$ cat config.mk
export PLATFORM = sky130hd
export DESIGN_NAME = sorted_priority_queue_top
export DESIGN_NICKNAME = d
export VERILOG_FILES = /design/src/spq_pkg.sv /design/src/spq_cell.sv /design/src/sorted_priority_queue_top.sv
export SDC_FILE = /design/constraint.sdc
export NUM_CORES = 1
export LEC_CHECK = 0
export BUFFER_PORTS_ARGS = -buffer_cell sky130_fd_sc_hd__buf_2
export CORE_ASPECT_RATIO = 0.7
export CORE_MARGIN = 2
export CORE_UTILIZATION = 30
export DETAILED_ROUTE_END_ITERATION = 8
export SETUP_SLACK_MARGIN = 0.05
export SYNTH_ARGS = -nofsm -noshare
export SYNTH_HDL_FRONTEND = slang
export SYNTH_SLANG_ARGS = --single-unit
$ cat constraint.sdc
create_clock -name clk -period 9.9 [get_ports clk]
set_input_delay 1.485 -clock clk [delete_from_list [all_inputs] [get_ports clk]]
set_output_delay 1.485 -clock clk [all_outputs]
set_load 0.01 [all_outputs]
$ cat src/spq_pkg.sv
// ----------------------------------------------------------------------------
// spq_pkg
// Shared types and constants of the sorted priority queue.
// ----------------------------------------------------------------------------
package spq_pkg;

  localparam int QUEUE_DEPTH = 8;
  localparam int CNT_W       = $clog2(QUEUE_DEPTH + 1);
  localparam int VALUE_W     = 32;
  localparam int PRIO_W      = 8;
  localparam int OCC_W       = 4;

  localparam logic OP_INSERT = 1'b0;
  localparam logic OP_REMOVE = 1'b1;

  typedef enum logic [1:0] {
    ST_DONE  = 2'd0,
    ST_FULL  = 2'd1,
    ST_EMPTY = 2'd2
  } spq_status_t;

  // One stored entry as seen by a neighbor cell.
  typedef struct packed {
    logic               valid;
    logic [VALUE_W-1:0] value;
    logic [PRIO_W-1:0]  prio;
  } spq_entry_t;

  // Operation broadcast to every cell in a cycle.
  typedef struct packed {
    logic               ins;
    logic               del;
    logic [VALUE_W-1:0] value;
    logic [PRIO_W-1:0]  prio;
  } spq_cmd_t;

endpackage

$ cat src/spq_cell.sv
// ----------------------------------------------------------------------------
// spq_cell
// One slot of the sorted chain: holds an entry, shifts toward the tail on
// insert below it, and toward the head on removal.
// ----------------------------------------------------------------------------
module spq_cell
  import spq_pkg::*;
(
  input  logic       clk,
  input  logic       rst,
  input  spq_cmd_t   cmd,
  input  spq_entry_t left_ent,
  input  logic       left_keep,
  input  spq_entry_t right_ent,
  output spq_entry_t ent,
  output logic       keep
);

  logic               slot_valid;
  logic [VALUE_W-1:0] slot_value;
  logic [PRIO_W-1:0]  slot_prio;

  // Hold when this entry ranks at or above the new one.
  assign keep = slot_valid && (slot_prio >= cmd.prio);
  assign ent  = {slot_valid, slot_value, slot_prio};

  always_ff @(posedge clk) begin
    if (cmd.ins && !keep) begin
      if (left_keep) begin
        slot_value <= cmd.value;
        slot_prio  <= cmd.prio;
      end else begin
        slot_value <= left_ent.value;
        slot_prio  <= left_ent.prio;
      end
    end else if (cmd.del) begin
      slot_value <= right_ent.value;
      slot_prio  <= right_ent.prio;
    end
  end

  always_ff @(posedge clk) begin
    if (rst) begin
      slot_valid <= 1'b0;
    end else if (cmd.ins && !keep) begin
      slot_valid <= left_keep | left_ent.valid;
    end else if (cmd.del) begin
      slot_valid <= right_ent.valid;
    end
  end

endmodule

$ cat src/sorted_priority_queue_top.sv
// ----------------------------------------------------------------------------
// sorted_priority_queue_top
// Bounded priority queue built as a chain of sorted cells.
// ----------------------------------------------------------------------------
// Usage:
//   The input channel (in_valid/in_ready) carries opcode, value and
//   priority_req. Opcode insert places the entry behind all entries of equal
//   or higher priority; opcode remove takes the head entry.
//   Every input transfer yields one result on the output channel
//   (out_valid/out_ready): status, out_value, out_priority, occupancy.
//   The result is registered: out_valid rises in the cycle after the input
//   transfer. Throughput is one item per cycle while the receiver keeps up:
//   every cell compares against the broadcast priority and shifts by one
//   slot in the same cycle, so the chain settles each item as it is taken.
//   The result register takes the next item while its current result is
//   being transferred; when the receiver stalls, in_ready drops and the
//   queue holds.
//   Reset empties the queue (all cell valid bits cleared, count zero) and
//   drops out_valid; stored data is left as is.
// ----------------------------------------------------------------------------
module sorted_priority_queue_top
  import spq_pkg::*;
(
  input  logic                      clk,
  input  logic                      rst,
  input  logic                      in_valid,
  output logic                      in_ready,
  input  logic                      opcode,
  input  logic signed [VALUE_W-1:0] value,
  input  logic        [PRIO_W-1:0]  priority_req,
  output logic                      out_valid,
  input  logic                      out_ready,
  output logic        [1:0]         status,
  output logic signed [VALUE_W-1:0] out_value,
  output logic        [PRIO_W-1:0]  out_priority,
  output logic        [OCC_W-1:0]   occupancy
);

  logic                     in_xfer;
  logic                     full;
  logic                     empty;
  logic [CNT_W-1:0]         count;
  logic [CNT_W-1:0]         count_next;
  spq_cmd_t                 cmd;
  spq_entry_t               cell_ent  [QUEUE_DEPTH];
  logic [QUEUE_DEPTH-1:0]   cell_keep;
  logic [QUEUE_DEPTH-1:0]   cell_valid;
  spq_status_t              status_next;

  assign in_ready = !out_valid || out_ready;
  assign in_xfer  = in_valid && in_ready;
  assign full     = (count == CNT_W'(QUEUE_DEPTH));
  assign empty    = (count == '0);

  assign cmd.ins   = in_xfer && (opcode == OP_INSERT) && !full;
  assign cmd.del   = in_xfer && (opcode == OP_REMOVE) && !empty;
  assign cmd.value = value;
  assign cmd.prio  = priority_req;

  always_comb begin
    count_next  = count;
    status_next = ST_DONE;
    if (opcode == OP_INSERT) begin
      if (full) begin
        status_next = ST_FULL;
      end else begin
        count_next = count + 1'b1;
      end
    end else begin
      if (empty) begin
        status_next = ST_EMPTY;
      end else begin
        count_next = count - 1'b1;
      end
    end
  end

  genvar i;
  generate
    for (i = 0; i < QUEUE_DEPTH; i++) begin : g_cell
      spq_entry_t left_ent;
      spq_entry_t right_ent;
      logic       left_keep;

      if (i == 0) begin : g_head
        assign left_ent  = '0;
        assign left_keep = 1'b1;
      end else begin : g_mid
        assign left_ent  = cell_ent[i-1];
        assign left_keep = cell_keep[i-1];
      end

      if (i == QUEUE_DEPTH - 1) begin : g_tail
        assign right_ent = '0;
      end else begin : g_inner
        assign right_ent = cell_ent[i+1];
      end

      spq_cell u_cell (
        .clk       (clk),
        .rst       (rst),
        .cmd       (cmd),
        .left_ent  (left_ent),
        .left_keep (left_keep),
        .right_ent (right_ent),
        .ent       (cell_ent[i]),
        .keep      (cell_keep[i])
      );

      assign cell_valid[i] = cell_ent[i].valid;
    end
  endgenerate

  always_ff @(posedge clk) begin
    if (rst) begin
      count     <= '0;
      out_valid <= 1'b0;
    end else begin
      if (in_xfer) begin
        count <= count_next;
      end
      if (in_xfer) begin
        out_valid <= 1'b1;
      end else if (out_ready) begin
        out_valid <= 1'b0;
      end
    end
  end

  // Result payload: capture on every input transfer.
  always_ff @(posedge clk) begin
    if (in_xfer) begin
      status    <= status_next;
      occupancy <= OCC_W'(count_next);
      if (cmd.del) begin
        out_value    <= cell_ent[0].value;
        out_priority <= cell_ent[0].prio;
      end else begin
        out_value    <= '0;
        out_priority <= '0;
      end
    end
  end

  // Valid cells always match the entry count.
  a_count_match: assert property (@(posedge clk) disable iff (rst)
    $countones(cell_valid) == 32'(count))
    else $error("cell valid bits disagree with entry count");

  // Head and next cell stay in priority order.
  a_sorted: assert property (@(posedge clk) disable iff (rst)
    (cell_ent[0].valid && cell_ent[1].valid) |-> (cell_ent[0].prio >= cell_ent[1].prio))
    else $error("head entry ranks below second entry");

  // Count never passes the depth.
  a_bound: assert property (@(posedge clk) disable iff (rst)
    32'(count) <= QUEUE_DEPTH)
    else $error("entry count beyond queue depth");

  // A refused insert leaves the occupancy at full.
  a_full_status: assert property (@(posedge clk) disable iff (rst)
    (in_xfer && opcode == OP_INSERT && full) |=>
      (status == ST_FULL && occupancy == OCC_W'(QUEUE_DEPTH)))
    else $error("full insert not reported correctly");

endmodule
==> flow_summary_export.csv <==
group,metric,value,unit
routing,wirelength,55.1,mm
critical_path,start_kind,"input port",
floorplanning,fp.dieH,217,um
power_and_ir_drop,leakage,9.47,nW
synth,ys_seq_area_share,58.1,%
sta,worstMarginPinSlew,1.37,ns
clock_network,cts_max_path_buffers,3,
sta,worst_hold_slack,0.519,ns
sta,relSlewSlack,8.33,%
synth,syn_avg_cell_area,11.9,um2
placement,hpwl,32.4,mm
global_route,grt_pass1_wl,82.7,mm
floorplanning,dieArea,66600,um2
critical_path,cp.required,10.14,ns
global_route,grt_max_degree,82,
power_and_ir_drop,p_total,4.19,mW
power_and_ir_drop,irDropWorstVdd,115,uV
synth,synthMuxAreaShare,16.5,%
sta,period_needed,5.10,ns
sta,finalHoldViolCount,0,
global_route,grt_overflow,0,
layout,final-instance-count-excl-fill,2551,
synth,synth_edf_count,366,
sta,finalCritPeriodShare,51.5,%
placement,io_buffers,92,
synth,synth_adder_area_share,4.26,%
clock_network,ctsHoldBuffers,0,
placement,gp_congestion,0.848,
sta,setup_viol,0,
synth,postSynth.asyncResetShare,0,%
sta,fin_skew,0.0163,ns
synth,synth_ff_type,"edfxtp_1",
synth,yosysTopAreaCellShare,56.7,%
synth,synth_fp_nets,1742,
critical_path,arrival,5.34,ns
clock_network,clkSinkCount,379,
global_route,track_usage,16.2,%
synth,yosys.area.top_type,"edfxtp_1",
global_route,antenna_found_initial,2,
clock_network,cts_root_buf,"clkbuf_16",
layout,drive_gt1_share,11.7,%
placement,dp_cells,2478,
critical_path,endpoint_kind,"register",
routing,drt_pass1_iterations,5,
routing,via_per_inst,5.18,
floorplanning,coreArea,63500,um2
routing,wl_per_cell,21.6,um
synth,syn_inst,1631,
run_status,status,"complete, no violations",
clock_network,htreeDepth,2,
placement,dpl_cell_area,20700,um2
synth,synthSimpleGateAreaFrac,9.08,%
layout,area_growth_syn_to_layout,13.4,%
power_and_ir_drop,p_per_area,191,nW/um2
routing,drt_iter0_drc,1318,
synth,ys_ff_latch,379,
clock_network,post-cts-setup-buffer-count,0,
clock_network,clkTransAtPathRegs,0.06,ns
sta,tns,0,ns
routing,drc,0,
synth,synth_top_family_by_area,"multiplexers",
routing,ant_nets,0,
sta,rsz0062_at_grt,"false",
synth,synth_compound_area_share,9.18,%
floorplanning,fp.dieW,308,um
floorplanning,rows,77,
global_route,first_global_vias,12995,
sta,drv_slew,0,
layout,nNetsFinal,1802,
synth,synth_area_leaders,"edfxtp_1 57%, mux2i_1 14%, o21ai_0 4.5%",
synth,synth.distinct_cells,48,
sta,fmax,196,MHz
floorplanning,ios,93,
synth,synth.most_common_cell,"edfxtp_1",
clock_network,cts-buffers-inserted,40,
hold_path,hp-class,"reg2reg",
floorplanning,initial_utilization,30.5,%
critical_path,cp_max_fo,80,
synth,syn_area,19400,um2
clock_network,cts_tree,"yes",
clock_network,clkLatencyLatePin,0.55,ns
layout,final_area,22000,um2
routing,vias,13222,
synth,synth_xor_area_share,0.136,%
synth,synth.cells.most_frequent,"366 x edfxtp_1, 275 x mux2i_1, 195 x nand2_1",
critical_path,worstSetupPathType,"in2reg",
synth,yosys_warnings,0,
clock_network,ctsResizeCount,0,
flow_run,drv_cap,0,
==> logic make-up (layout without fill, tap and decap cells) <==
| kind of cell | count (synthesis) | count (layout) |
|---|---|---|
| muxes | 315 | 315 |
| AOI/OAI and AO/OA | 327 | 327 |
| xor gates and xnor gates | 3 | 3 |
| and+or+nand+nor | 420 | 420 |
| adders and majority gates | 66 | 66 |
| DFF | 379 | 379 |
| other | 0 | 1 |
| buffers and inverters | 121 | 211 |
==> registers in the layout, summed over array words and instances, names as in the netlist <==
register / cells
count: 4
g_cell.u_cell.slot_prio: 64
occupancy: 4
g_cell.u_cell.slot_valid: 8
out_value: 32
out_priority: 8
g_cell.u_cell.slot_value: 256
status: 2
out_valid: 1
==> final cells by class <==
class,instances,area (um2)
Fill cell,6211,41500
Timing Repair Buffer,115,633
Inverter,24,90.1
Tap cell,829,1040
Sequential cell,379,11300
Clock inverter,17,150
Antenna cell,1,2.50
Multi-Input combinational cell,1131,7670
Clock buffer,55,1130
==> layout by cell type, fill, tap and decap left out, types with 4 or more instances in the layout <==
cell / count
and2_1: 40
clkbuf_16: 42
nand3_1: 11
a211oi_1: 4
nand2b_1: 6
clkinv_2: 7
nand2_1: 184
mux2_1: 38
clkinv_1: 4
mux2i_1: 275
edfxtp_1: 366
nand2_2: 12
a21o_1: 6
nor3_1: 4
clkbuf_1: 10
a22oi_2: 4
dfxtp_1: 13
buf_4: 23
buf_2: 92
ha_1: 66
o21ai_0: 176
nor2_1: 146
a21oi_1: 109
inv_1: 24
==> final timing paths <==
path	startpoint	endpoint	slack [ns]	depth (start not counted)
max	priority_req[0]	g_cell[5].u_cell.slot_value[27]	4.80	9
min	g_cell[7].u_cell.slot_valid	g_cell[6].u_cell.slot_valid	0.52	2
max reg2reg	g_cell[5].u_cell.slot_prio[0]	g_cell[5].u_cell.slot_value[27]	5.61	9
min reg2reg	g_cell[7].u_cell.slot_valid	g_cell[6].u_cell.slot_valid	0.52	2
==> critical path, cell delays in order <==
cell	delay (ns)
buf_2	0.31
ha_1	0.29
nand2b_1	0.14
a2111oi_0	0.47
o22a_2	1.01
buf_4	0.47
and2_2	0.20
buf_4	0.74
a21oi_1	0.15
==> per-stage QoR <==
stage,utilization (%),worst slack [ns]
after floorplan,-,4.04
after global placement,32.6,4.41
after detailed placement,32.6,4.30
after CTS,34.6,4.85
after global routing,34.6,4.60
final,34.6,4.80
==> routing by layer <==
layer	GRT usage (%)	share of wire, %
met5	0	0.020
met4	3.28	1.6
met3	3.51	7.8
met2	24.1	42
met1	24.2	48
==> power breakdown <==
part	leakage [nW]	internal (mW)	total [mW]	switching, mW
Combinational	5.24	0.197	0.592	0.395
Sequential	3.61	2.00	2.10	0.0974
Clock	0.624	0.853	1.50	0.644
No activity file was read; power rests on OpenSTA's default activity.
